File: config.mk
export PLATFORM = sky130hd
export DESIGN_NAME = dlsc_div
export DESIGN_NICKNAME = d
export VERILOG_FILES = /design/src/rtl/directional_light_shading_core_defines.svh /design/src/rtl/dlsc_pkg.sv /design/src/rtl/dlsc_div.sv
export SDC_FILE = /design/constraint.sdc
export NUM_CORES = 2
export LEC_CHECK = 0
export BUFFER_PORTS_ARGS = -buffer_cell sky130_fd_sc_hd__buf_2
export CAP_MARGIN = 20
export CORE_MARGIN = 1.5
export CORE_UTILIZATION = 60
export CTS_CLUSTER_DIAMETER = 80
export DETAILED_ROUTE_END_ITERATION = 16
export PLACE_DENSITY = 0.76
export SETUP_SLACK_MARGIN = 0.5
export SLEW_MARGIN = 0
export SYNTH_ARGS = -nofsm -noshare
export SYNTH_HDL_FRONTEND = slang
export SYNTH_MEMORY_MAX_BITS = 65536
export SYNTH_SLANG_ARGS = --single-unit
File: constraint.sdc
create_clock -name clk_i -period 13.5 [get_ports clk_i]
set_clock_uncertainty 0.15 [all_clocks]
set_input_delay 4.05 -clock clk_i [delete_from_list [all_inputs] [get_ports clk_i]]
set_output_delay 4.05 -clock clk_i [all_outputs]
set_load 0.03 [all_outputs]
File: src/rtl/directional_light_shading_core_defines.svh
// Assertion macros used by the shading core RTL.
`ifndef DIRECTIONAL_LIGHT_SHADING_CORE_DEFINES_SVH
`define DIRECTIONAL_LIGHT_SHADING_CORE_DEFINES_SVH

// Property checked at every clock edge outside reset.
`define DLSC_ASSERT(lbl, prop, msg) \
  lbl: assert property (@(posedge clk_i) disable iff (!rst_ni) (prop)) else $error(msg);

// Antecedent in one cycle implies consequent in the same cycle.
`define DLSC_ASSERT_IMPL(lbl, ante, cons, msg) \
  lbl: assert property (@(posedge clk_i) disable iff (!rst_ni) (ante) |-> (cons)) \
    else $error(msg);

`endif

File: src/rtl/dlsc_pkg.sv
`default_nettype none
package dlsc_pkg;

  localparam int unsigned GainFracBits = 12;
  localparam int unsigned DirFracBits  = 14;
  localparam int unsigned AmbShift     = GainFracBits + DirFracBits;
  localparam int unsigned ScaleShift   = 2 * GainFracBits + 6;
  localparam int unsigned LenBits      = 16;
  localparam int unsigned DivBits      = 32;
  localparam int unsigned ScaleBits    = 22;
  localparam int unsigned SumBits      = 66;

  localparam logic signed [ScaleBits-1:0] ScaleMax = 22'sd1048576;
  localparam logic signed [ScaleBits-1:0] ScaleMin = -22'sd1048576;
  localparam logic [7:0] Darkest   = 8'd4;
  localparam logic [7:0] Brightest = 8'hFC;

  typedef enum logic [2:0] {
    CfgSunX    = 3'd0,
    CfgSunY    = 3'd1,
    CfgSunZ    = 3'd2,
    CfgFront   = 3'd3,
    CfgBack    = 3'd4,
    CfgTint    = 3'd5,
    CfgAmbient = 3'd6
  } cfg_idx_e;

  typedef struct packed {
    logic signed [15:0] sun_x;
    logic signed [15:0] sun_y;
    logic signed [15:0] sun_z;
    logic signed [15:0] front;
    logic signed [15:0] back;
    logic [23:0]        tint;
    logic signed [15:0] ambient;
  } cfg_t;

  typedef struct packed {
    logic [23:0]        colour;
    logic signed [15:0] strength;
  } carry_t;

  typedef struct packed {
    carry_t             carry;
    logic               neg;
    logic               zero;
    logic [DivBits-1:0] mag;
    logic [LenBits-1:0] len;
  } div_in_t;

  typedef struct packed {
    carry_t             carry;
    logic               neg;
    logic               zero;
    logic [DivBits-1:0] quo;
  } div_out_t;

  typedef struct packed {
    logic [23:0]                 colour;
    logic signed [ScaleBits-1:0] scale;
  } scale_out_t;

endpackage
`default_nettype wire

File: src/rtl/dlsc_div.sv
`default_nettype none
module dlsc_div (
  input  logic               clk_i,
  input  logic               rst_ni,
  input  logic               in_valid_i,
  output logic               in_ready_o,
  input  dlsc_pkg::div_in_t  in_i,
  output logic               out_valid_o,
  input  logic               out_ready_i,
  output dlsc_pkg::div_out_t out_o
);
  import dlsc_pkg::*;

  typedef struct packed {
    carry_t             carry;
    logic               neg;
    logic               zero;
    logic [LenBits-1:0] len;
    logic [LenBits-1:0] rem;
    logic [DivBits-1:0] num;
    logic [DivBits-1:0] quo;
  } div_st_t;

  div_st_t          st_q   [DivBits];
  div_st_t          prev_s [DivBits];
  div_st_t          next_s [DivBits];
  logic [DivBits-1:0] valid_q;
  logic [DivBits-1:0] prev_v;
  logic [DivBits:0]   ready;

  assign ready[DivBits] = out_ready_i;

  // One quotient bit per stage, restoring division.
  for (genvar k = 0; k < DivBits; k++) begin : g_stage
    logic [LenBits:0] shifted;
    logic             ge;

    if (k == 0) begin : g_first
      assign prev_s[k] = '{carry: in_i.carry, neg: in_i.neg, zero: in_i.zero, len: in_i.len,
                           rem: '0, num: in_i.mag, quo: '0};
      assign prev_v[k] = in_valid_i;
    end else begin : g_rest
      assign prev_s[k] = st_q[k-1];
      assign prev_v[k] = valid_q[k-1];
    end

    assign ready[k] = !valid_q[k] || ready[k+1];
    assign shifted  = {prev_s[k].rem, prev_s[k].num[DivBits-1]};
    assign ge       = (shifted >= {1'b0, prev_s[k].len});

    always_comb begin
      next_s[k]     = prev_s[k];
      next_s[k].rem = ge ? LenBits'(shifted - {1'b0, prev_s[k].len}) : shifted[LenBits-1:0];
      next_s[k].num = {prev_s[k].num[DivBits-2:0], 1'b0};
      next_s[k].quo = {prev_s[k].quo[DivBits-2:0], ge};
    end

    always_ff @(posedge clk_i or negedge rst_ni) begin
      if (!rst_ni) begin
        valid_q[k] <= 1'b0;
      end else if (ready[k]) begin
        valid_q[k] <= prev_v[k];
      end
    end

    always_ff @(posedge clk_i) begin
      if (ready[k] && prev_v[k]) st_q[k] <= next_s[k];
    end
  end

  assign in_ready_o  = ready[0];
  assign out_valid_o = valid_q[DivBits-1];
  assign out_o       = '{carry: st_q[DivBits-1].carry, neg: st_q[DivBits-1].neg,
                         zero: st_q[DivBits-1].zero, quo: st_q[DivBits-1].quo};
endmodule
`default_nettype wire

Word level (Yosys, flattened, before mapping)
Memories as Yosys holds them, arrays and structs flattened.
Cells that the tools add are included.
- divide/modulo/power cells: 0
- $lt $le $gt $ge: 32
- eq/ne operators: 0
- multiplexer cells: 96
- add/sub/neg operators: 32
- bitwise gates (word level): 0
- shift operators: 0
- $mul: 0
- reduce and logical (&&, ||, !) cells: 96
- operators with widths (operator ; count):
    17-bit by 16-bit >= comparator with 1-bit output ; 31
    16-bit two-way mux ; 32
    16-bit subtractor ; 31
    1-bit two-way mux ; 64
    1-bit logical AND ; 32
    1-bit zero test ; 32
    1-bit logical OR ; 32
    1-bit by 16-bit >= comparator with 1-bit output ; 1
    1-bit by 16-bit subtractor with 16-bit output ; 1
- bits in latches: 0
- output and inout bits: 76
- RAM bits: 4384
- logic and storage cells: 289
- memories kept: 1
- ROM bits: 0
- register bits after elaboration: 32
- memory list (name ; depth ; width ; read ports ; clocked after Yosys merged registers in ; wr ports ; RTL line ; RTL):
    st_q ; 32 ; 137 ; 32 ; 0 ; 32 ; dlsc_div.sv:24 ; div_st_t st_q [DivBits];

Longest topological paths before layout
- depth in word-level cells: 36
- mapped depth: 11
- gate-level depth less buffers: 10

Worst setup path before layout
No wires, ideal clock.
- kind: input port to flip-flop
- start point: input port out_ready_i
- end point: memory st_q[0][1918] in the netlist's numbering (enable)
- path buffers: 0
- path slack: 404 ps
- stages on the path: 4
- library setup time: 733 ps
- data arrival time: 12213 ps
- cell sequence: and4b_2 -> nand4_4 -> nor3_1 -> a21boi_0
- RTL lines (element ; RTL line ; RTL):
    from (decl) ; dlsc_div.sv:9 ; input logic out_ready_i,
    to (decl) ; dlsc_div.sv:24 ;

Worst setup path after layout
- start point: input port out_ready_i
- end point: output port in_ready_o
- longest elaborated chain between the ends: 32
- ends and longest elaborated chain (element ; RTL line ; RTL):
    1-bit logical OR (32 in a row) ; dlsc_div.sv:47 ; assign ready[k] = !valid_q[k] || ready[k+1];
    to (decl) ; dlsc_div.sv:6 ; output logic in_ready_o,
No other way between the ends.

==> metrics.yaml <==
worst_hold_path:
  worstHoldStart: "st_q[0][878]"
  min-delay-path-class: "reg2reg"
  hold_depth: 0
  holdPathEnd: "st_q[0][1016]"
sta:
  tightest_slew_ns: 1.12
  fin_crit_ns: 10.92
  setup_viol: 0
  hold_viol: 0
  rsz0062_at_grt: "no"
  finalSetupTns_ns: 0
  max_freq_mhz: 91.6
  holdWs_ns: 0.227
  min_period_over_period: 0.809
  slew-limit-headroom: 0.256
  final_max_slew_viol_count: 0
synthesis:
  ys_types: 73
  synth_largest_area_cell: "edfxtp_1"
  synth.avg_cell_area_sq_um: 16.8
  async_reset_ff_frac: 0.00943
  synthCells: 7899
  synth_seq_cells: 3392
  synth_edf_count: 3360
  yosysTopAreaCellShare: 0.758
  synth_area_sq_um: 133000
  syn_nets: 8521
  ys_warn_count: 0
  synth.yosys.seq_area_share: 0.764
  synth_ff_type: "edfxtp_1"
  synth.area.top_cells: "edfxtp_1, ha_1, mux2_2"
worst_setup_path:
  max_stage_delay_ns: 0.71
  crit_required_ns: 9.30
  start_kind: "input pin"
  reg2reg_slack_ns: 9.44
  cp_top_family: "simple AND/OR/NAND/NOR gates"
  critPathSlowestCell: "nor4_4"
  critPathBufInv: 2
  crit_path_end_kind: "output port"
  reg2regPathDepth: 8
  worstPathMaxFanout: 6
  crit_type: "in2out"
  timing.rr.end: "st_q[0][258]"
  worstPathCellList: "buf_2 -> and4b_2 -> nand4_4 -> nor4_4 -> nand4_4 -> nor4_4 -> nand4_2 -> buf_2"
  rr_startpoint: "out_valid_o"
  cp.arrival_ns: 6.72
clock_network:
  clk_transition_reported_paths_ns: 0.06
  cts_tree: "built"
  clock_latency_ns: 0.94
  cts_resized: 0
  cts_htree_levels: 5
  post-cts-setup-buffers: 0
  cts_num_sinks: 3392
  cts-root-buf: "clkbuf_16"
  cts_buffer_depth: 4
  cts_buffers: 343
  cts_hold_buf: 0
floorplanning:
  coreArea_sq_um: 220000
  ios: 170
  die_x_um: 474
  start_util: 0.605
  die_h_um: 474
  die_area_sq_um: 225000
  fp-row-count: 172
global_routing:
  grt_pass1_wl_um: 358000
  antenna_found_initial: 1
  grt_pass1_vias: 66800
  grt_max_degree: 90
  overflow: 0
  grt_usage: 0.202
detailed_routing:
  viasPerCell: 5.62
  vias: 65300
  wl_per_cell_um: 19.5
  drc: 0
  drt-pass1-iter-count: 5
  ant_nets: 0
  drtIter0Drc: 4999
  routed_wl_um: 226000
placement:
  gp_congestion: 0.912
  port_buffers: 169
  dp_hpwl_um: 150000
power_and_ir_drop:
  p_leak_nw: 54.8
  peakVddDrop_mv: 0.144
  p_per_area_nw_per_um2: 219
job:
  maxCapViolations: 0
final_layout:
  layout-drive-gt1-share: 0.140
  antenna_cells: 0
  fin_nets: 9035
  syn_to_final_growth_pct: 11.8
  utilization: 0.676
run_status:
  status: "completed"
-- worst max path at each step --
stage                 from      endpoint  slack [ns]  cells after the start
3_3_place_gp   out_ready_i    in_ready_o        2.61                      8
6_report       out_ready_i    in_ready_o        2.58                      8
3_5_place_dp   out_ready_i    in_ready_o        2.56                      8
4_1_cts        out_ready_i    in_ready_o        2.50                      8
5_1_grt        out_ready_i    in_ready_o        2.40                      8
2_1_floorplan  out_ready_i  st_q[1][685]        2.86                      4
-- area by class of cell --
type                            count  area, sq um
Sequential cell                  3392       102000
Fill cell                       14100        71200
Multi-Input combinational cell   3806        28700
Clock buffer                      406         8920
Tap cell                         2958         3700
Inverter                          652         2450
Clock inverter                    193         1950
Timing Repair Buffer              218         1270
-- placed cells by master (no fill, tap or decap), types with 152 or more instances in the layout --
cell / netlist / routed
buf_2: 26 / 169
o21ai_0: 274 / 274
a21oi_1: 377 / 373
nor2_1: 374 / 373
inv_1: 652 / 652
clkbuf_16: 0 / 347
mux2_2: 261 / 261
edfxtp_1: 3360 / 3360
nor3_1: 152 / 152
xnor2_1: 192 / 192
nand2_1: 228 / 228
ha_1: 498 / 498
-- routing by layer --
layer	vias up	share of wire	global-route usage
li1	31100	-	-
met1	32000	0.40	0.245
met2	1651	0.52	0.365
met3	535	0.042	0.0299
met4	0	0.037	0.0783
met5	-	0	0
-- sequential cells by signal, summed over array words and instances (netlist names) --
register and cells:
out_valid_o 1, prev_v 31, st_q 3360
-- report_power, final --
| part | switching (mW) | total [mW] | leakage (nW) | internal [mW] |
|---|---|---|---|---|
| clock network | 3.77 | 9.20 | 5.34 | 5.44 |
| logic | 4.82 | 8.52 | 16.4 | 3.70 |
| registers | 0.781 | 14.8 | 33.1 | 14.0 |
| total | 9.36 | 32.5 | 54.8 | 23.1 |
-- through the flow --
step | total power, mW | cells | worst slack (ns) | cell area, sq um
after floorplan | 21.4 | 7899 | 2.86 | 133000
after global placement | 22.9 | 11000 | 2.61 | 138000
after detailed placement | 23.3 | 11000 | 2.56 | 138000
after CTS | 32.7 | 11600 | 2.50 | 149000
after global routing | 34.2 | 11600 | 2.40 | 149000
final | 32.5 | 11600 | 2.58 | 149000
-- cell usage after synthesis (65+ instances only) --
cell and instances:
a21o_1 102, a21oi_1 377, edfxtp_1 3360, ha_1 498
inv_1 652, mux2_2 261, nand2_1 228, nand2b_1 92
nand3_1 87, nand4_1 104, nor2_1 374, nor2b_1 77
nor3_1 152, o21a_1 105, o21ai_0 274, or2_2 65
or3_1 84, xnor2_1 192, xor2_1 95
-- cell families (layout without fill, tap and decap cells) --
family,after synthesis,after routing,synth area share
buffers and inverters,701,1469,0.0211
XOR/XNOR,287,287,0.0189
AO/OA/AOI/OAI,1266,1266,0.0627
multiplexers,318,318,0.0267
flip-flops,3392,3392,0.764
AND/OR/NAND/NOR,1407,1407,0.0549
adder cells (fa/ha/maj),528,528,0.0513
Power figures use the tool's default switching activity.
