### config.mk
export PLATFORM = sky130hd
export DESIGN_NAME = dlsc_shade
export DESIGN_NICKNAME = d
export VERILOG_FILES = /design/src/rtl/directional_light_shading_core_defines.svh /design/src/rtl/dlsc_pkg.sv /design/src/rtl/dlsc_shade.sv
export SDC_FILE = /design/constraint.sdc
export NUM_CORES = 2
export LEC_CHECK = 0
export ABC_AREA = 1
export BUFFER_PORTS_ARGS = -buffer_cell sky130_fd_sc_hd__buf_4
export CAP_MARGIN = 10
export CORE_MARGIN = 10
export CORE_UTILIZATION = 42
export CTS_BUF_LIST = sky130_fd_sc_hd__clkbuf_8
export DETAILED_ROUTE_END_ITERATION = 12
export HOLD_SLACK_MARGIN = 0.08
export MAX_ROUTING_LAYER = met4
export SLEW_MARGIN = 0
export SYNTH_ARGS = -nofsm -noshare
export SYNTH_HDL_FRONTEND = slang
export SYNTH_SLANG_ARGS = --single-unit
### constraint.sdc
create_clock -name clk_i -period 12.35 [get_ports clk_i]
set_input_delay 2.47 -clock clk_i [delete_from_list [all_inputs] [get_ports clk_i]]
set_output_delay 2.47 -clock clk_i [all_outputs]
set_load 0.005 [all_outputs]
### src/rtl/directional_light_shading_core_defines.svh
// Assertion macros used by the shading core RTL.
`ifndef DIRECTIONAL_LIGHT_SHADING_CORE_DEFINES_SVH
`define DIRECTIONAL_LIGHT_SHADING_CORE_DEFINES_SVH

// Property checked at every clock edge outside reset.
`define DLSC_ASSERT(lbl, prop, msg) \
  lbl: assert property (@(posedge clk_i) disable iff (!rst_ni) (prop)) else $error(msg);

// Antecedent in one cycle implies consequent in the same cycle.
`define DLSC_ASSERT_IMPL(lbl, ante, cons, msg) \
  lbl: assert property (@(posedge clk_i) disable iff (!rst_ni) (ante) |-> (cons)) \
    else $error(msg);

`endif

### src/rtl/dlsc_pkg.sv
`default_nettype none
package dlsc_pkg;

  localparam int unsigned GainFracBits = 12;
  localparam int unsigned DirFracBits  = 14;
  localparam int unsigned AmbShift     = GainFracBits + DirFracBits;
  localparam int unsigned ScaleShift   = 2 * GainFracBits + 6;
  localparam int unsigned LenBits      = 16;
  localparam int unsigned DivBits      = 32;
  localparam int unsigned ScaleBits    = 22;
  localparam int unsigned SumBits      = 66;

  localparam logic signed [ScaleBits-1:0] ScaleMax = 22'sd1048576;
  localparam logic signed [ScaleBits-1:0] ScaleMin = -22'sd1048576;
  localparam logic [7:0] Darkest   = 8'd4;
  localparam logic [7:0] Brightest = 8'hFC;

  typedef enum logic [2:0] {
    CfgSunX    = 3'd0,
    CfgSunY    = 3'd1,
    CfgSunZ    = 3'd2,
    CfgFront   = 3'd3,
    CfgBack    = 3'd4,
    CfgTint    = 3'd5,
    CfgAmbient = 3'd6
  } cfg_idx_e;

  typedef struct packed {
    logic signed [15:0] sun_x;
    logic signed [15:0] sun_y;
    logic signed [15:0] sun_z;
    logic signed [15:0] front;
    logic signed [15:0] back;
    logic [23:0]        tint;
    logic signed [15:0] ambient;
  } cfg_t;

  typedef struct packed {
    logic [23:0]        colour;
    logic signed [15:0] strength;
  } carry_t;

  typedef struct packed {
    carry_t             carry;
    logic               neg;
    logic               zero;
    logic [DivBits-1:0] mag;
    logic [LenBits-1:0] len;
  } div_in_t;

  typedef struct packed {
    carry_t             carry;
    logic               neg;
    logic               zero;
    logic [DivBits-1:0] quo;
  } div_out_t;

  typedef struct packed {
    logic [23:0]                 colour;
    logic signed [ScaleBits-1:0] scale;
  } scale_out_t;

endpackage
`default_nettype wire

### src/rtl/dlsc_shade.sv
`default_nettype none
module dlsc_shade (
  input  logic                 clk_i,
  input  logic                 rst_ni,
  input  dlsc_pkg::cfg_t       cfg_i,
  input  logic                 in_valid_i,
  output logic                 in_ready_o,
  input  dlsc_pkg::scale_out_t in_i,
  output logic                 out_valid_o,
  input  logic                 out_ready_i,
  output logic [7:0]           lit_red_o,
  output logic [7:0]           lit_green_o,
  output logic [7:0]           lit_blue_o
);
  import dlsc_pkg::*;

  logic [2:0]                  valid_q;
  logic [3:0]                  ready;
  logic [7:0]                  tint_q [3];
  logic signed [ScaleBits-1:0] scale_q;
  logic signed [30:0]          mul_q  [3];
  logic [7:0]                  lit_d  [3];
  logic [7:0]                  lit_q  [3];

  assign ready[3] = out_ready_i;
  for (genvar k = 0; k < 3; k++) begin : g_ready
    assign ready[k] = !valid_q[k] || ready[k+1];
  end

  always_ff @(posedge clk_i or negedge rst_ni) begin
    if (!rst_ni) begin
      valid_q <= '0;
    end else begin
      if (ready[0]) valid_q[0] <= in_valid_i;
      if (ready[1]) valid_q[1] <= valid_q[0];
      if (ready[2]) valid_q[2] <= valid_q[1];
    end
  end

  // Channel 0 is red (bits 23..16), 2 is blue (bits 7..0).
  for (genvar c = 0; c < 3; c++) begin : g_chan
    localparam int unsigned Lsb = 16 - 8 * c;
    logic [15:0]        tinted;
    logic signed [22:0] floored;

    assign tinted  = in_i.colour[Lsb+:8] * cfg_i.tint[Lsb+:8];
    assign floored = 23'(mul_q[c] >>> 8);

    always_comb begin
      if (floored < 23'sd4) begin
        lit_d[c] = Darkest;
      end else if (floored > 23'sd252) begin
        lit_d[c] = Brightest;
      end else begin
        lit_d[c] = floored[7:0];
      end
    end

    always_ff @(posedge clk_i) begin
      if (ready[0] && in_valid_i) tint_q[c] <= tinted[15:8];
      if (ready[1] && valid_q[0]) mul_q[c] <= scale_q * $signed({1'b0, tint_q[c]});
      if (ready[2] && valid_q[1]) lit_q[c] <= lit_d[c];
    end
  end

  always_ff @(posedge clk_i) begin
    if (ready[0] && in_valid_i) scale_q <= in_i.scale;
  end

  assign in_ready_o  = ready[0];
  assign out_valid_o = valid_q[2];
  assign lit_red_o   = lit_q[0];
  assign lit_green_o = lit_q[1];
  assign lit_blue_o  = lit_q[2];
endmodule
`default_nettype wire

Word level (Yosys, flattened, before mapping) --
Memories as Yosys holds them, arrays and structs flattened. Cells that the tools add are included.
Cells by class: multiply operators 6, $lt $le $gt $ge 6, muxes and demuxes 12, reductions and logical operators 9
Operator list (count):
- $mul 22x9->31 | 3
- $gt 23x9->1 const B | 3
- $lt 23x4->1 const B | 3
- $mul 8x8->16 | 3
- $mux 8 | 6
- $mux 1 | 6
- $logic_and 1x1->1 | 3
- $logic_not 1->1 | 3
- $logic_or 1x1->1 | 3
Word-level totals: flip-flop bits (word level) 25, RAM bits 141, input port bits 170, output and inout port bits 26, memories kept 3
Memory list:
- mul_q | depth 3, width 31, read ports 3, clocked after Yosys merged registers in 0, wr ports 3, RTL line dlsc_shade.sv:21 | logic signed [30:0] mul_q [3];
- lit_q | depth 3, width 8, read ports 3, clocked after Yosys merged registers in 0, wr ports 3, RTL line dlsc_shade.sv:23 | logic [7:0] lit_q [3];
- tint_q | depth 3, width 8, read ports 3, clocked after Yosys merged registers in 0, wr ports 3, RTL line dlsc_shade.sv:19 | logic [7:0] tint_q [3];

Logic depth before layout (Yosys ltp) --
word-level depth 7, mapped depth 23

Worst setup path after synthesis --
Ideal clock, no wire load.
path kind input -> register, start point in in_i[29] (netlist bit), end point mem tint_q[2][6], in the netlist tint_q[0][22], data pin, setup time 0.252 ns, arrival 5.941 ns, required time 12.098 ns, slack 6.157 ns, stages 18, cell sequence clkbuf_1 nand2_1 fa_1 fa_1 inv_1 fa_1 inv_1 fa_1 inv_1 ha_1 a21oi_1 inv_1 nor2_1 nor2_1 nor3_1 nand2_1 nand2_1 nand2_1
RTL lines:
- start, declared | RTL line dlsc_shade.sv:8 | input dlsc_pkg::scale_out_t in_i,
- end, declared | RTL line dlsc_shade.sv:19

==> reports/qor.yml <==
timing:
  slew_violations: 0
  timing.final.hold_violations: 0
  rsz0062_at_grt: "no"
  relSlewSlack_pct: 22.50
  post-route-period-util_pct: 47.32
  setup_viol: 0
  tightest_slew_ns: 1.162
  tns_ns: 0
  clock_skew_ns: 0.02817
  layout_min_cycle_time_ns: 5.844
  max_freq_mhz: 171.1
route:
  drt_iter0_drc: 1231
  routed_wl_um: 70550
  via_per_inst: 4.691
  wl_per_cell_um: 13.84
  drc: 0
  ant_nets: 0
  first_pass_iters: 6
  vias: 23920
clock_tree:
  clock_path_buffers: 2
  clock_sinks: 142
  clk_pin_slew_ns: 0.08
  cts_hold_buf: 0
  htreeDepth: 4
  cts_tree: "yes"
  clock_latency_ns: 0.58
  post_cts_buffers: 0
  cts.repair.resized: 0
  ctsRootBufferMaster: "clkbuf_8"
  numCtsBuffers: 17
finish:
  drive_above_1_share_pct: 4.180
  fillers: 7522
  syn_to_final_growth_pct: 6.317
  finalInstanceArea_um2: 33000
  multi_input_area_um2: 21530
  seq_area_um2: 4249
  nets: 5085
  utilization_pct: 45.15
critical_path:
  cp_max_fo: 8
  critPathSlowestCell: "fa_1"
  crit_required_ns: 12.64
  crit_chain: "buf_4 -> nand2_1 -> inv_1 -> fa_1 -> inv_1 -> fa_1 -> fa_1 -> fa_1 -> inv_1 -> ha_1 -> a21oi_1 -> o21ai_0 -> inv_1 -> nor2_1 -> nor3_1 -> nand2_1 -> nand2_1 -> nand2_1"
  crit_path_end_kind: "flop"
  cpLargestDelayFamily: "adder cells"
  crit_path_max_incr_delay_ns: 0.55
  crit_arrival_ns: 6.13
  startpoint_type: "input pin"
  crit_buf_inv: 5
  critPathKind: "input pin to flop"
synth:
  syn_inst: 4123
  muxShareOfSynthArea_pct: 0
  synth_area_per_cell_um2: 7.528
  synth_xor_area_share_pct: 1.862
  yosysTopAreaCell: "fa_1"
  yosys_register_bits: 142
  synth_top_family_by_area: "adder cells"
  synth_top_area_share_pct: 33.28
  synthArstFlopShare_pct: 2.113
  ys_seq_area_share_pct: 13.69
  synthesis.nets: 5082
  ys_types: 39
  synthAdderAreaFrac_pct: 44.29
  synth_commonest_cells: "1270 x inv_1, 1116 x nand2_1, 516 x fa_1"
  synth-main-ff-cell: "edfxtp_1"
  synth.area.top_cells: "fa_1 33%, inv_1 15%, nand2_1 13%, edfxtp_1 13%, ha_1 11%"
  synth.most_common_cell: "inv_1"
  synthSimpleGateAreaFrac_pct: 19.04
  ys_warn_count: 0
  syn-cell-area_um2: 31040
  synth_edf_count: 139
  synth_compound_area_share_pct: 4.140
grt:
  grt_remaining_overflow: 0
  grt.total_usage_pct: 17.88
  grt_max_degree: 70
  grt_pass1_vias: 24960
  grt_pass1_wl_um: 122100
  antenna_found_initial: 2
die:
  die-height_um: 291.8
  dieArea_um2: 85170
  rows: 99
  start_util_pct: 42.47
  ioPinCount: 196
  dieWidth_um: 291.8
  coreArea_um2: 73080
place:
  gp_congestion: 0.9050
  place_hpwl_um: 57390
  place_area_um2: 32600
  port_buffers: 99
job:
  drv_cap: 0
run_status:
  status: "completed"
min_path:
  min_path_type: "flop to flop"
[layer usage]
metal	GRT usage [%]	vias to the layer above	wire length (um)
met5	-	-	0
met4	4.577	0	1408
met3	1.927	70	2558
met2	30.43	408	34460
met1	22.53	11570	32120
li1	-	11880	-
[registers in the layout, indices dropped and copies added, names as in the netlist]
name / cells
valid_q: 3
mul_q: 69
lit_q: 24
scale_q: 22
tint_q: 24
[layout make-up]
class / instances / share of cell area (%)
clock inverter: 15 / 0.4816
inverter: 1270 / 14.45
antenna: 1 / 0.007584
sequential: 142 / 12.88
clock buffer: 17 / 0.7091
tap: 959 / 3.636
timing repair buffer: 114 / 2.594
multi-input combinational: 2581 / 65.25
[stage by stage]
stage          cells  setup slack [ns]  hold WS [ns]
2_1_floorplan   4123             6.157        0.4332
3_3_place_gp    5066             5.932        0.4888
3_5_place_dp    5066             5.917        0.4972
4_1_cts         5098             6.553        0.5169
5_1_grt         5099             6.196        0.5508
6_report        5099             6.506        0.5107
[path summary, 6_finish.rpt]
kind                          startpoint            end  slack (ns)  depth (start not counted)
max                             in_i[36]  tint_q[0][15]        6.51                         18
min                           valid_q[1]     valid_q[2]        0.51                          2
max reg2reg                tint_q[0][16]   mul_q[0][91]        7.05                         16
min reg2reg                   valid_q[1]     valid_q[2]        0.51                          2
max in group asynchronous         rst_ni     valid_q[1]       10.58                          1
min in group asynchronous         rst_ni     valid_q[0]        1.68                          1
[tightest hold or removal path: cells and delay by family, from the launching register on]
kind / cells / cell delay, ns
buffers and inverters: 1 / 0.07
DFF: 1 / 0.33
and+or+nand+nor: 1 / 0.08
[placed cells by master, fill, tap and decap left out, types with 2 or more instances in the layout]
master | netlist | final
xnor2_1 | 22 | 22
bufinv_16 | 0 | 2
nand2_4 | 2 | 2
edfxtp_1 | 139 | 139
clkinv_4 | 0 | 2
a211oi_1 | 2 | 2
clkbuf_8 | 0 | 17
nand4_1 | 20 | 20
nor3_1 | 47 | 47
nand2_1 | 1116 | 1116
nand3b_1 | 9 | 9
fa_1 | 516 | 516
nand3_1 | 75 | 75
a21o_1 | 8 | 8
buf_4 | 1 | 114
nor4_1 | 4 | 4
nand2_2 | 15 | 15
o21ai_2 | 3 | 3
clkinv_2 | 0 | 2
o21ai_1 | 4 | 4
dfrtp_1 | 3 | 3
o21a_1 | 4 | 4
o21bai_1 | 13 | 13
xor2_1 | 44 | 44
o21ai_0 | 58 | 58
clkinvlp_4 | 0 | 2
nor2_1 | 194 | 194
inv_1 | 1270 | 1269
o211ai_1 | 3 | 3
inv_2 | 0 | 2
inv_6 | 0 | 6
or2_2 | 2 | 2
ha_1 | 273 | 273
a21oi_1 | 139 | 138
[cells by family (layout without fill, tap and decap cells)]
family,after synthesis,in the layout
AO/OA/AOI/OAI,237,237
XOR/XNOR,66,66
adder cells (fa/ha/maj),789,789
buffers and inverters,1400,1416
flip-flops,142,142
other,0,1
AND/OR/NAND/NOR,1489,1489
Power is not shown: default switching activity piles up to over one toggle a cycle in this logic, so the estimate is an artifact.
