--- src/rtl/directional_light_shading_core_defines.svh ---
// Assertion macros used by the shading core RTL.
`ifndef DIRECTIONAL_LIGHT_SHADING_CORE_DEFINES_SVH
`define DIRECTIONAL_LIGHT_SHADING_CORE_DEFINES_SVH

// Property checked at every clock edge outside reset.
`define DLSC_ASSERT(lbl, prop, msg) \
  lbl: assert property (@(posedge clk_i) disable iff (!rst_ni) (prop)) else $error(msg);

// Antecedent in one cycle implies consequent in the same cycle.
`define DLSC_ASSERT_IMPL(lbl, ante, cons, msg) \
  lbl: assert property (@(posedge clk_i) disable iff (!rst_ni) (ante) |-> (cons)) \
    else $error(msg);

`endif

--- src/rtl/dlsc_pkg.sv ---
`default_nettype none
package dlsc_pkg;

  localparam int unsigned GainFracBits = 12;
  localparam int unsigned DirFracBits  = 14;
  localparam int unsigned AmbShift     = GainFracBits + DirFracBits;
  localparam int unsigned ScaleShift   = 2 * GainFracBits + 6;
  localparam int unsigned LenBits      = 16;
  localparam int unsigned DivBits      = 32;
  localparam int unsigned ScaleBits    = 22;
  localparam int unsigned SumBits      = 66;

  localparam logic signed [ScaleBits-1:0] ScaleMax = 22'sd1048576;
  localparam logic signed [ScaleBits-1:0] ScaleMin = -22'sd1048576;
  localparam logic [7:0] Darkest   = 8'd4;
  localparam logic [7:0] Brightest = 8'hFC;

  typedef enum logic [2:0] {
    CfgSunX    = 3'd0,
    CfgSunY    = 3'd1,
    CfgSunZ    = 3'd2,
    CfgFront   = 3'd3,
    CfgBack    = 3'd4,
    CfgTint    = 3'd5,
    CfgAmbient = 3'd6
  } cfg_idx_e;

  typedef struct packed {
    logic signed [15:0] sun_x;
    logic signed [15:0] sun_y;
    logic signed [15:0] sun_z;
    logic signed [15:0] front;
    logic signed [15:0] back;
    logic [23:0]        tint;
    logic signed [15:0] ambient;
  } cfg_t;

  typedef struct packed {
    logic [23:0]        colour;
    logic signed [15:0] strength;
  } carry_t;

  typedef struct packed {
    carry_t             carry;
    logic               neg;
    logic               zero;
    logic [DivBits-1:0] mag;
    logic [LenBits-1:0] len;
  } div_in_t;

  typedef struct packed {
    carry_t             carry;
    logic               neg;
    logic               zero;
    logic [DivBits-1:0] quo;
  } div_out_t;

  typedef struct packed {
    logic [23:0]                 colour;
    logic signed [ScaleBits-1:0] scale;
  } scale_out_t;

endpackage
`default_nettype wire

--- src/rtl/dlsc_front.sv ---
`default_nettype none
module dlsc_front (
  input  logic              clk_i,
  input  logic              rst_ni,
  input  dlsc_pkg::cfg_t    cfg_i,
  input  logic              in_valid_i,
  output logic              in_ready_o,
  input  logic [23:0]       base_colour_i,
  input  logic signed [15:0] normal_x_i,
  input  logic signed [15:0] normal_y_i,
  input  logic signed [15:0] normal_z_i,
  input  logic [15:0]       normal_length_i,
  input  logic signed [15:0] light_strength_i,
  output logic              out_valid_o,
  input  logic              out_ready_i,
  output dlsc_pkg::div_in_t out_o
);
  import dlsc_pkg::*;

  logic               a_valid_q, b_valid_q;
  logic               a_ready, b_ready;
  logic signed [31:0] px_q, py_q, pz_q;
  carry_t             a_carry_q;
  logic [15:0]        a_len_q;
  logic signed [33:0] dot;
  div_in_t            b_d, b_q;

  assign b_ready    = !b_valid_q || out_ready_i;
  assign a_ready    = !a_valid_q || b_ready;
  assign in_ready_o = a_ready;

  always_ff @(posedge clk_i or negedge rst_ni) begin
    if (!rst_ni) begin
      a_valid_q <= 1'b0;
      b_valid_q <= 1'b0;
    end else begin
      if (a_ready) a_valid_q <= in_valid_i;
      if (b_ready) b_valid_q <= a_valid_q;
    end
  end

  always_ff @(posedge clk_i) begin
    if (a_ready && in_valid_i) begin
      px_q      <= cfg_i.sun_x * normal_x_i;
      py_q      <= cfg_i.sun_y * normal_y_i;
      pz_q      <= cfg_i.sun_z * normal_z_i;
      a_carry_q <= '{colour: base_colour_i, strength: light_strength_i};
      a_len_q   <= normal_length_i;
    end
  end

  always_comb begin
    dot         = 34'(px_q) + 34'(py_q) + 34'(pz_q);
    b_d.carry   = a_carry_q;
    b_d.neg     = dot[33];
    b_d.zero    = (a_len_q == '0);
    b_d.mag     = dot[33] ? 32'(-dot) : dot[31:0];
    b_d.len     = a_len_q;
  end

  always_ff @(posedge clk_i) begin
    if (b_ready && a_valid_q) b_q <= b_d;
  end

  assign out_valid_o = b_valid_q;
  assign out_o       = b_q;
endmodule
`default_nettype wire

--- config.mk ---
export PLATFORM = sky130hd
export DESIGN_NAME = dlsc_front
export DESIGN_NICKNAME = d
export VERILOG_FILES = /design/src/rtl/directional_light_shading_core_defines.svh /design/src/rtl/dlsc_pkg.sv /design/src/rtl/dlsc_front.sv
export SDC_FILE = /design/constraint.sdc
export NUM_CORES = 2
export LEC_CHECK = 0
export BUFFER_PORTS_ARGS = -buffer_cell sky130_fd_sc_hd__buf_2
export CAP_MARGIN = 20
export CORE_ASPECT_RATIO = 1.1
export CORE_MARGIN = 2
export CORE_UTILIZATION = 60
export CTS_CLUSTER_SIZE = 40
export DETAILED_ROUTE_END_ITERATION = 10
export GPL_TIMING_DRIVEN = 0
export HOLD_SLACK_MARGIN = 0.12
export PLACE_DENSITY = 0.85
export SYNTH_ARGS = -nofsm -noshare
export SYNTH_HDL_FRONTEND = slang
export SYNTH_SLANG_ARGS = --single-unit
--- constraint.sdc ---
create_clock -name clk_i -period 5.29 [get_ports clk_i]
set_clock_uncertainty 0.15 [all_clocks]
set_input_delay 0.529 -clock clk_i [delete_from_list [all_inputs] [get_ports clk_i]]
set_output_delay 0.529 -clock clk_i [all_outputs]
set_load 0.02 [all_outputs]
**After elaboration in Yosys (flattened, before gate mapping)**

Index checks and enable logic that the tools add are counted.

- Output and inout port bits: 92
- Input port bits: 228
- Register bits: 244
- Logic and storage cells: 28

- $mul: 3
- Add/subtract/negate cells: 3
- Reductions and logical operators: 7
- Mux-type cells: 1

Operator list:

| cell | number |
|---|---|
| 16-bit by 16-bit multiplier with 32-bit output | 3 |
| 33-bit by 32-bit adder with 34-bit output | 1 |
| 32-bit by 32-bit adder with 33-bit output | 1 |
| 32-bit 2-to-1 mux | 1 |
| 32-bit negation | 1 |
| 16-bit logical NOT | 1 |
| 1-bit logical AND | 2 |
| 1-bit logical NOT | 2 |
| 1-bit logical OR | 2 |

**Longest topological paths before layout**

- Depth in word-level cells: 4
- Depth in mapped cells: 25
- Depth with buffers taken out: 24

**Worst setup path after synthesis**

OpenSTA, ideal clock, no wires.

- Kind: in2reg
- From: in cfg_i[103] in the netlist's numbering
- To: reg py_q[30] (data pin)
- Slack: -1.301 ns
- Stages on the path: 20
- Data arrival time: 6.184 ns
- Path buffers: 1
- Library setup time: 0.258 ns
- Cell sequence: clkbuf_1 -> nand2_1 -> inv_1 -> fa_1 -> fa_1 -> fa_1 -> fa_1 -> fa_1 -> inv_1 -> fa_1 -> inv_1 -> ha_1 -> a21o_1 -> a21oi_1 -> or3b_2 -> o21ai_0 -> a21oi_1 -> a21o_1 -> a21oi_1 -> xnor2_1

- Cells in the longest elaborated chain, start to end: 1

Ends and longest elaborated chain:

| item | RTL line | source |
|---|---|---|
| start: declaration | dlsc_front.sv:5 | `input dlsc_pkg::cfg_t cfg_i,` |
| 16-bit by 16-bit multiplier with 32-bit output | dlsc_front.sv:45 | `py_q <= cfg_i.sun_y * normal_y_i;` |
| end signal: assignment | dlsc_front.sv:45 |  |
| end: declaration | dlsc_front.sv:22 | `logic signed [31:0] px_q, py_q, pz_q;` |

Every way passes these cells.
A chain may end at the register's enable or synchronous reset.

**Final worst setup path**

- From: in normal_x_i[5]
- To: reg px_q[30] (data pin)

- Cells in the longest elaborated chain, start to end: 1

Ends and longest elaborated chain:

| item | RTL line | source |
|---|---|---|
| start: declaration | dlsc_front.sv:9 | `input logic signed [15:0] normal_x_i,` |
| 16-bit by 16-bit multiplier with 32-bit output | dlsc_front.sv:44 | `px_q <= cfg_i.sun_x * normal_x_i;` |
| end signal: assignment | dlsc_front.sv:44 |  |
| end: declaration | dlsc_front.sv:22 |  |

Every way passes these cells.

==> metrics.txt <==
TNS Setup=-24.41 ns; drt first-iter violations=2206; ranking of synthesized cells by area=fa_1, edfxtp_1, ha_1; Netlist cell types=between 70 and 80; multi-input logic area=between 0.03 and 0.04 mm²; drt via density=5.71; R2R Setup Slk=0.42 ns; slew at the pin with the worst max-slew slack=between 0.6 and 0.7 ns; kind of cell adding the most delay to the critical path=adder cells; fraction of registers with async set/reset=0.00820; RePlAce Congestion=0.988; Period minus WS final=6.31 ns; synth warn=0; # port buffers=247; Worst Hold Class=in2async; startpoint class of the critical path=primary input; drt first pass iters=6; Layout Cells excl Fill=approximately 5200; WL per Instance=around 21 µm; mean area per synthesized cell=10.3 µm²; WS Path Type=in2reg; register area share after synthesis=0.184; num ports=320; initial antenna violation count=0; H-tree Lvls=1; Root Driver=clkbuf_16; fmax=0.158 GHz; CTS clock-pin slew for the worst setup and hold paths=approximately 0.060 ns; ANT cells=0; Net count, final=roughly 5700; status=complete, but fails checks; detailed placer's ending HPWL=~80000 µm; Buf/Inv on CP=7; Rows=98; met3 GRT Util=0.0513; Clock Tree Buf Depth=3; layer with the highest usage=met2; max-cap viol count=0; Die Y=274 µm; top cells by count, synth=inv_1, fa_1, nand2_1, and2_1, ha_1; Clock Latency Late Sink=0.54 ns; Chip Width=249 µm; Synth Cell Area=between 0.03 and 0.04 mm²; register area=between 0.007 and 0.008 mm²; failing checks=setup timing; flops & latches, synth=244; cells along the critical path=buf_12, buf_8, buf_6, buf_4, and2_4, fa_2, inv_2, fa_2, fa_2, fa_1, inv_2, fa_1, fa_1, ha_4, buf_6, a2111oi_4, o21ai_2, o21ai_4, o21ai_4, o41ai_4, o21ai_2, o41ai_4, xnor2_2; CTS tree=built; Worst EP required=5.40 ns; vias in the first global route=32500; met2 usage=0.557; Crit. End Element=flop; WP data arrival=6.42 ns; placed standard-cell area=0.0429 mm²; Via Count=roughly 30000; Routed Antenna Nets=0; remaining global-route overflow=0; DRT Wirelength=110000 µm; met1 usage=0.382; area grow syn2layout=21.0%; reg2reg path depth=16; die area=0.0683 mm²; Critical Path Fanout Max=4; top-count cell post-synth=inv_1; r2r startpoint=pz_q[1]; final instance area=0.0481 mm²; cell taking the most area after synthesis=fa_1; min setup slack post-route=-1.02 ns; CTS Sinks=244; slew margin rel.=0.558; total nets after synthesis=roughly 5200; Final Max Tran Viols=0; Starting Density=0.609; Final Hold Vio Count=0; period utilization=1.19; Main synth FF type=edfxtp_1; CP peak stage delay=0.54 ns; Core ar.=0.0652 mm²; Synth top area share=0.413; DP Worst Slack=-1.98 ns; global-route wire length before repair=169000 µm; DP Cell Count=around 4900; RSZ-0062 raised after global routing=true; endpoints failing setup=47; share of layout cells above drive strength 1=0.207; largest net degree at the start of global routing=slightly below 80; FF-to-FF End=out_o[38]; Slowest cell on crit path=fa_1; Post-synth EDFFs=242; post-synthesis cell count=3844; GRT Util Overall=0.316; CTS Buf Count=25; FILL cells=around 4000; residual DRC count=0
-- cell type report --
class | count | area share
Buffer | 111 | 0.0314
Clock buffer | 28 | 0.0133
Clock inverter | 18 | 0.00284
Inverter | 871 | 0.0681
Multi-Input combinational cell | 2618 | 0.631
Sequential cell | 244 | 0.152
Tap cell | 850 | 0.0221
Timing Repair Buffer | 473 | 0.0791
-- metrics by stage --
step                utilization  hold slack [ns]
CTS                       0.720            0.141
detailed placement        0.658            0.171
global placement          0.657            0.167
floorplan                     -           0.0834
global route              0.737            0.158
finish                    0.737            0.156
-- cells in the final DEF, fill, tap and decap left out, drive strengths merged, types with 4 or more instances in the layout --
| cell type | count |
|---|---|
| o211ai | 7 |
| nor4 | 10 |
| a21oi | 108 |
| a211oi | 10 |
| nor2b | 12 |
| o21ai | 63 |
| edfxtp | 242 |
| and3 | 14 |
| a31o | 4 |
| nand4 | 12 |
| clkbuf | 103 |
| or3 | 9 |
| nand2b | 35 |
| inv | 876 |
| clkinv | 9 |
| o21bai | 14 |
| nor2 | 94 |
| ha | 279 |
| and2 | 383 |
| a211o | 6 |
| o21a | 19 |
| o31ai | 4 |
| nand4b | 4 |
| xor2 | 46 |
| a2111oi | 5 |
| xnor2 | 119 |
| buf | 451 |
| dlygate4sd3 | 58 |
| and4 | 4 |
| a21o | 40 |
| a31oi | 8 |
| nor3 | 27 |
| nand2 | 394 |
| nand3 | 27 |
| fa | 819 |
-- layer usage --
metal | share of wire | routed length, µm | vias up
met2 | 0.50 | 55000 | 1633
met5 | 0 | 0 | -
met3 | 0.085 | 9310 | 504
li1 | - | - | 12700
met4 | 0.063 | 6890 | 0
met1 | 0.35 | 38500 | 14900
-- registers in the layout, indices dropped and copies added, names as in the netlist --
register / flops
a_carry_q: 40
pz_q: 32
px_q: 32
out_o: 90
out_valid_o: 1
py_q: 32
a_valid_q: 1
a_len_q: 16
-- worst reg2reg max path, cell delays in order, from the launching register on --
cell and delay, ns:
edfxtp_1 0.48, fa_1 0.47, ha_1 0.26, fa_1 0.49
a211oi_1 0.32, nor3_1 0.14, nor2_1 0.24, a211oi_2 0.15
a31oi_2 0.35, o211ai_2 0.21, o31a_1 0.32, nand2_1 0.11
a22oi_4 0.11, inv_2 0.17, buf_2 0.29, o31ai_2 0.12
xnor2_1 0.29
-- worst max path at each step --
| stage | startpoint | to | slack, ns | cells past startpoint |
|---|---|---|---|---|
| 2_1_floorplan | normal_y_i[4] | py_q[27] | -1.05 | 24 |
| 4_1_cts | normal_x_i[5] | px_q[31] | -0.93 | 24 |
| 3_3_place_gp | normal_y_i[6] | py_q[31] | -1.91 | 25 |
| 6_report | normal_x_i[5] | px_q[30] | -1.02 | 23 |
| 5_1_grt | normal_x_i[6] | px_q[29] | -1.16 | 25 |
| 3_5_place_dp | normal_y_i[6] | py_q[31] | -1.98 | 25 |
-- timing repair --
item                                   in CTS  in global routing
hold buffers                               58                  0
cloned                                      1                  1
buffers inserted                          124                 51
pin swaps                                 181                180
resized for setup                         391                252
endpoints found under the hold margin      59                  0
setup endpoints to repair                  54                 62
-- cell families (layout without fill, tap and decap cells) --
family                   after synthesis  in the layout  synth area share
adder cells (fa/ha/maj)             1098           1098             0.501
AND/OR/NAND/NOR                     1036           1036             0.133
buffers and inverters                982           1501            0.0930
AO/OA/AOI/OAI                        319            319            0.0523
flip-flops                           244            244             0.184
XOR/XNOR                             165            165            0.0364
Power is left out: the tool's default activity adds up to more than one toggle a clock period on the data nets, which glitch-free logic cannot reach.
