--- src/rtl/directional_light_shading_core_defines.svh ---
// Assertion macros used by the shading core RTL.
`ifndef DIRECTIONAL_LIGHT_SHADING_CORE_DEFINES_SVH
`define DIRECTIONAL_LIGHT_SHADING_CORE_DEFINES_SVH

// Property checked at every clock edge outside reset.
`define DLSC_ASSERT(lbl, prop, msg) \
  lbl: assert property (@(posedge clk_i) disable iff (!rst_ni) (prop)) else $error(msg);

// Antecedent in one cycle implies consequent in the same cycle.
`define DLSC_ASSERT_IMPL(lbl, ante, cons, msg) \
  lbl: assert property (@(posedge clk_i) disable iff (!rst_ni) (ante) |-> (cons)) \
    else $error(msg);

`endif

--- src/rtl/dlsc_pkg.sv ---
`default_nettype none
package dlsc_pkg;

  localparam int unsigned GainFracBits = 12;
  localparam int unsigned DirFracBits  = 14;
  localparam int unsigned AmbShift     = GainFracBits + DirFracBits;
  localparam int unsigned ScaleShift   = 2 * GainFracBits + 6;
  localparam int unsigned LenBits      = 16;
  localparam int unsigned DivBits      = 32;
  localparam int unsigned ScaleBits    = 22;
  localparam int unsigned SumBits      = 66;

  localparam logic signed [ScaleBits-1:0] ScaleMax = 22'sd1048576;
  localparam logic signed [ScaleBits-1:0] ScaleMin = -22'sd1048576;
  localparam logic [7:0] Darkest   = 8'd4;
  localparam logic [7:0] Brightest = 8'hFC;

  typedef enum logic [2:0] {
    CfgSunX    = 3'd0,
    CfgSunY    = 3'd1,
    CfgSunZ    = 3'd2,
    CfgFront   = 3'd3,
    CfgBack    = 3'd4,
    CfgTint    = 3'd5,
    CfgAmbient = 3'd6
  } cfg_idx_e;

  typedef struct packed {
    logic signed [15:0] sun_x;
    logic signed [15:0] sun_y;
    logic signed [15:0] sun_z;
    logic signed [15:0] front;
    logic signed [15:0] back;
    logic [23:0]        tint;
    logic signed [15:0] ambient;
  } cfg_t;

  typedef struct packed {
    logic [23:0]        colour;
    logic signed [15:0] strength;
  } carry_t;

  typedef struct packed {
    carry_t             carry;
    logic               neg;
    logic               zero;
    logic [DivBits-1:0] mag;
    logic [LenBits-1:0] len;
  } div_in_t;

  typedef struct packed {
    carry_t             carry;
    logic               neg;
    logic               zero;
    logic [DivBits-1:0] quo;
  } div_out_t;

  typedef struct packed {
    logic [23:0]                 colour;
    logic signed [ScaleBits-1:0] scale;
  } scale_out_t;

endpackage
`default_nettype wire

--- src/rtl/dlsc_scale.sv ---
`default_nettype none
module dlsc_scale (
  input  logic                 clk_i,
  input  logic                 rst_ni,
  input  dlsc_pkg::cfg_t       cfg_i,
  input  logic                 in_valid_i,
  output logic                 in_ready_o,
  input  dlsc_pkg::div_out_t   in_i,
  output logic                 out_valid_o,
  input  logic                 out_ready_i,
  output dlsc_pkg::scale_out_t out_o
);
  import dlsc_pkg::*;

  logic [2:0]                 valid_q;
  logic [3:0]                 ready;
  logic signed [DivBits:0]    cos_d, cos_q;
  logic signed [15:0]         gain;
  logic signed [31:0]         gs_q;
  logic [23:0]                col1_q, col2_q;
  logic signed [64:0]         prod_q;
  logic signed [SumBits-1:0]  amb_ext, sum, shifted;
  scale_out_t                 s3_d, s3_q;

  assign ready[3] = out_ready_i;
  for (genvar k = 0; k < 3; k++) begin : g_ready
    assign ready[k] = !valid_q[k] || ready[k+1];
  end

  always_ff @(posedge clk_i or negedge rst_ni) begin
    if (!rst_ni) begin
      valid_q <= '0;
    end else begin
      if (ready[0]) valid_q[0] <= in_valid_i;
      if (ready[1]) valid_q[1] <= valid_q[0];
      if (ready[2]) valid_q[2] <= valid_q[1];
    end
  end

  always_comb begin
    if (in_i.zero) begin
      cos_d = '0;
    end else if (in_i.neg) begin
      cos_d = -$signed({1'b0, in_i.quo});
    end else begin
      cos_d = $signed({1'b0, in_i.quo});
    end
    // Front gain only for a strictly positive cosine.
    gain = (!in_i.zero && !in_i.neg && (in_i.quo != '0)) ? cfg_i.front : cfg_i.back;
  end

  always_ff @(posedge clk_i) begin
    if (ready[0] && in_valid_i) begin
      cos_q  <= cos_d;
      gs_q   <= gain * in_i.carry.strength;
      col1_q <= in_i.carry.colour;
    end
    if (ready[1] && valid_q[0]) begin
      prod_q <= gs_q * cos_q;
      col2_q <= col1_q;
    end
    if (ready[2] && valid_q[1]) s3_q <= s3_d;
  end

  always_comb begin
    amb_ext = SumBits'(cfg_i.ambient) <<< AmbShift;
    sum     = amb_ext + SumBits'(prod_q);
    shifted = sum >>> ScaleShift;
    s3_d.colour = col2_q;
    if (shifted > SumBits'(ScaleMax)) begin
      s3_d.scale = ScaleMax;
    end else if (shifted < SumBits'(ScaleMin)) begin
      s3_d.scale = ScaleMin;
    end else begin
      s3_d.scale = shifted[ScaleBits-1:0];
    end
  end

  assign in_ready_o  = ready[0];
  assign out_valid_o = valid_q[2];
  assign out_o       = s3_q;
endmodule
`default_nettype wire

--- config.mk ---
export PLATFORM = sky130hd
export DESIGN_NAME = dlsc_scale
export DESIGN_NICKNAME = d
export VERILOG_FILES = /design/src/rtl/directional_light_shading_core_defines.svh /design/src/rtl/dlsc_pkg.sv /design/src/rtl/dlsc_scale.sv
export SDC_FILE = /design/constraint.sdc
export NUM_CORES = 2
export LEC_CHECK = 0
export ABC_AREA = 1
export BUFFER_PORTS_ARGS = -buffer_cell sky130_fd_sc_hd__buf_2
export CORE_ASPECT_RATIO = 0.6
export CORE_UTILIZATION = 66
export CTS_CLUSTER_DIAMETER = 200
export DETAILED_ROUTE_END_ITERATION = 10
export PLACE_DENSITY = 0.85
export SYNTH_ARGS = -nofsm -noshare
export SYNTH_HDL_FRONTEND = slang
export SYNTH_SLANG_ARGS = --single-unit
--- constraint.sdc ---
create_clock -name clk_i -period 9.97 [get_ports clk_i]
set_clock_uncertainty 0.15 [all_clocks]
set_input_delay 0 -clock clk_i [delete_from_list [all_inputs] [get_ports clk_i]]
set_output_delay 0 -clock clk_i [all_outputs]
set_load 0.01 [all_outputs]
* Word level (Yosys, flattened, before mapping)
Index checks and enable logic that the tools add are counted.
Widths: inputs -> output; s select.
** Storage, ports and cells
- Flip-flop bits (word level) :: 227
- Bits of input ports :: 198
- Output and inout bits :: 48
- Word-level logic and storage cells :: 38
** Operators by class
- Add/subtract/negate cells :: 2
- Multiply operators :: 2
- Magnitude comparators :: 2
- Multiplexer cells :: 3
- Bitwise operators :: 1
- Reductions and logical operators :: 16
** Operator list (count)
- $add 42x65->66 :: 1
- $mul 32x33->65 :: 1
- $gt 36x22->1 const B :: 1
- $lt 36x21->1 const B :: 1
- $neg 32->33 :: 1
- $mul 16x16->32 :: 1
- $mux 32 :: 1
- $reduce_bool 32->1 :: 1
- $mux 22 :: 1
- $mux 16 :: 1
- $logic_and 1x1->1 :: 5
- $logic_not 1->1 :: 5
- $reduce_or 2->1 :: 2
- $logic_or 1x1->1 :: 3
- $not 1->1 :: 1

* Longest topological paths before layout
- Depth after elaboration :: 5
- Gate-level depth with buffers :: 39
- Gate-level depth less buffers :: 38

* Worst setup path after synthesis
No wires, ideal clock.
- Kind :: reg-to-reg
- From :: register cos_q[32]
- To :: register prod_q[61] (data pin)
- Setup time :: 0.266 ns
- Data arrival time :: 7.013 ns
- Data required time :: 9.554 ns
- Slack :: 2.541 ns
- Stages on the path, launching flop included :: 24
- Path buffers :: 1
- Period minus slack after synthesis :: 7.429 ns
- Cells stage by stage :: edfxtp_1 -> clkbuf_1 -> nand2_1 -> inv_1 -> fa_1 -> fa_1 -> fa_1 -> fa_1 -> inv_1 -> fa_1 -> inv_1 -> fa_1 -> inv_1 -> fa_1 -> inv_1 -> fa_1 -> ha_1 -> a21oi_1 -> inv_1 -> a31oi_1 -> o21ai_0 -> a31oi_1 -> o2111ai_1 -> xor2_1
** Between the ends
- Longest elaborated chain between the ends :: 1
** RTL lines
- start, declared :: RTL line dlsc_scale.sv:17 : logic signed [DivBits:0] cos_d, cos_q;
- start signal, assigned :: RTL line dlsc_scale.sv:54 : cos_q <= cos_d;
- $mul 32x33->65 :: RTL line dlsc_scale.sv:59 : prod_q <= gs_q * cos_q;
- end signal, assigned :: RTL line dlsc_scale.sv:59
- end, declared :: RTL line dlsc_scale.sv:21 : logic signed [64:0] prod_q;
No other way between the ends.
A chain may end at the register's enable or synchronous reset.

* Worst setup path in the final report
- From :: input port in_i[24] (netlist name)
- To :: register gs_q[30] (data pin)
** Between the ends
- Longest elaborated chain between the ends :: 4
** RTL lines
- start, declared :: RTL line dlsc_scale.sv:8 : input dlsc_pkg::div_out_t in_i,
- $reduce_bool 32->1 :: RTL line dlsc_scale.sv:49 : gain = (!in_i.zero && !in_i.neg && (in_i.quo != '0)) ? cfg_i.front : cfg_i.back;
- $logic_and 1x1->1 :: RTL line dlsc_scale.sv:49
- $mux 16 :: RTL line dlsc_scale.sv:49
- $mul 16x16->32 :: RTL line dlsc_scale.sv:55 : gs_q <= gain * in_i.carry.strength;
- end signal, assigned :: RTL line dlsc_scale.sv:55
- end, declared :: RTL line dlsc_scale.sv:19 : logic signed [31:0] gs_q;
No other way between the ends.

==> results.toml <==
[status]
status = "finished, final reports clean"

[placed_design]
portBuffers = 173
dpl.hpwl_um = 144000
gp_congestion = 1.05

[hold_path]
min_from = "in_i[66]"
hold_path_class = "in -> reg"
min_path_cells = 2
min_to = "col1_q[16]$_DFFE_PP_"

[sta]
rsz0062_at_grt = "no"
setup_viol = 0
min_period_ps = 9080
slew_headroom_pct = 8.54
fmax_ghz = 0.110
finalSetupTns_ps = 0
period_share_pct = 91.1
tightestPinTransition_ps = 1370
hold_viol = 0
slew_viol_final = 0

[global_route]
grt_pass1_vias = 49300
grt_pass1_wl_um = 272000
grt.total_usage_pct = 39.7
grt_max_degree = 66
antenna_found_initial = 2
gr-total-overflow = 0

[synth]
netlist.area_leader.share_pct = 47.0
synthMuxAreaShare_pct = 0
synth-compound-area-share_pct = 3.54
synthArstFlopShare_pct = 1.49
syn_nets = 8926
ys_warn_count = 0
synth.avg_cell_area_um2 = 8.30
synth_top_area_cell = "fa_1"
synth_fa_ha_area_share_pct = 53.4
ys_seq_area_share_pct = 10.3
synth_ff_type = "edfxtp_1"
synth_xor_area_share_pct = 1.54
yosys.area_share.simple_pct = 15.7
syn_inst = 7052
synth_seq_cells = 201
synth_top_cells_by_area = "fa_1 (47%), inv_1 (14%), nand2_1 (11%)"
synth_top_family_by_area = "adder cells"
synth.distinct_cells = 54
synth_edf_count = 198
syn_area_mm2 = 0.0585

[cts]
clockRootBuffer = "clkbuf_16"
ctsHtreeMaxLevel = 1
cts_sinks = 201
cts.repair.resized = 0
clk_pin_slew_ps = 80
ctsLongestPathBuffers = 3
cts_hold_buf = 119
clock_latency_ps = 590
cts_tree = "built"
post_cts_buffers = 0
numCtsBuffers = 21

[route]
initialDrtViolationCount = 5375
routed_wl_um = 171000
ant_nets = 0
num_vias = 46700
wl_per_cell_um = 20.4
via_per_inst = 5.58
drtPass1Iterations = 7
drc = 0

[layout]
area_growth_pct = 6.78
diodes = 0
n_fill_cell = 6595
final_cell_mix = "inv_1 (2,137), nand2_1 (1,715), fa_1 (1,373)"
nNetsFinal = 9085
layout_commonest_cell = "inv_1"
drive_gt1_share_pct = 5.66
multi_input_area_mm2 = 0.0434
ff_latch_area_mm2 = 0.00602

[critical_path]
timing.critical_path.arrival_ps = 9280
path_class = "in -> reg"
crit_buf_inv = 7
reg2reg_from = "cos_q[32]$_SDFFCE_PP0P_"
required_ps = 10170
r2r_cells = 26
r2r_end = "prod_q[61]$_DFFE_PP_"
rrSetupSlack_ps = 1080
cpPeakStageDelay_ps = 580
crit_family = "adder cells"
slowest_stage = "dlygate4sd3_1"
cp_max_fo = 25
crit_path_end_kind = "flop"
start_kind = "input pin"
critPathMostFrequentCell = "fa_1"

[die]
start_util_pct = 66.8
die_area_mm2 = 0.0899
die_w_um = 386
die_h_um = 233
rows = 84
coreArea_mm2 = 0.0877
io_pins = 246

[job]
drv_cap = 0
stage by stage:
step	utilization, %	setup WS [ps]	area (µm²)	hold slack (ps)	std cells
after floorplan	-	2540	58500	-446	7052
after global placement	69.2	1370	60600	-349	8229
after detailed placement	69.2	1220	60600	-346	8229
after CTS	71.3	1170	62500	0.602	8384
after global routing	71.3	434	62500	10.8	8385
final	71.3	885	62500	11.8	8385
cells in the mapped netlist, types with 4 or more instances:
| cell | n |
|---|---|
| clkbuf_1 | 234 |
| ha_1 | 303 |
| nand3b_1 | 6 |
| nor2_1 | 359 |
| nand3_2 | 5 |
| nor3_2 | 8 |
| or2_2 | 12 |
| a21oi_1 | 175 |
| o211ai_1 | 4 |
| o21bai_1 | 12 |
| fa_1 | 1373 |
| xor2_1 | 68 |
| o21ai_0 | 93 |
| buf_1 | 12 |
| nand3_1 | 67 |
| nand4_1 | 31 |
| inv_2 | 5 |
| buf_4 | 5 |
| nand2_2 | 12 |
| nor4_1 | 5 |
| edfxtp_1 | 198 |
| clkinv_1 | 7 |
| o21ai_2 | 16 |
| a21boi_0 | 5 |
| xnor2_1 | 35 |
| o21a_1 | 12 |
| inv_1 | 2139 |
| nand2_1 | 1715 |
| nor2_2 | 32 |
| a31oi_1 | 23 |
| a21o_1 | 9 |
| nor3_1 | 31 |
registers in the layout (all words and copies together), names as in the netlist:
signal and count:
prod_q 39, valid_q 3, col2_q 24, cos_q 33, out_o 46, col1_q 24, gs_q 32
worst max path at each step:
stage | start | to | slack, ps | cells past startpoint
final | in_i[24] | gs_q[30]$_DFFE_PP_ | 890 | 34
after global routing | in_i[24] | gs_q[30]$_DFFE_PP_ | 430 | 34
after detailed placement | cos_q[32]$_SDFFCE_PP0P_ | prod_q[61]$_DFFE_PP_ | 1220 | 26
after floorplan | cos_q[32]$_SDFFCE_PP0P_ | prod_q[61]$_DFFE_PP_ | 2540 | 23
after global placement | cos_q[32]$_SDFFCE_PP0P_ | prod_q[61]$_DFFE_PP_ | 1370 | 26
after CTS | cos_q[32]$_SDFFCE_PP0P_ | prod_q[61]$_DFFE_PP_ | 1170 | 26
worst register-to-register path, stage by stage (launching register included):
cell	delay [ps]
edfxtp_1	800
nand2_1	280
inv_1	150
fa_1	400
inv_1	250
fa_1	470
inv_1	220
fa_1	500
fa_1	850
inv_1	400
fa_1	590
inv_1	60
fa_1	540
inv_1	60
fa_1	470
inv_1	50
fa_1	450
ha_1	470
nand2_1	110
nor2_1	110
inv_1	80
nor2_1	140
inv_1	50
nor3_1	390
nand4_1	290
o2111ai_1	200
xor2_1	110
final cells by class:
type                            count  share of cell area, %
Timing Repair Buffer              393                   4.53
Inverter                         2151                   12.9
Clock buffer                       22                  0.847
Tap cell                         1161                   2.32
Sequential cell                   201                   9.63
Multi-Input combinational cell   4443                   69.5
Clock inverter                     14                  0.258
kinds of logic (layout without fill, tap and decap cells):
kind of cell             Yosys count  after routing
AO/OA/AOI/OAI                    364            364
XOR/XNOR                         103            103
flip-flops                       201            201
adder cells (fa/ha/maj)         1676           1676
AND/OR/NAND/NOR                 2300           2300
buffers and inverters           2408           2580
per-layer routing:
layer	global-route usage, %	up-vias	part of all wire [%]
met5	0	-	0.013
met4	9.31	4	2.7
met3	16.9	446	18
met2	54.4	3207	39
met1	58.2	22800	40
li1	-	20300	-
Power is left out: the tool's default activity adds up to more than one toggle a clock period on the data nets, which glitch-free logic cannot reach.
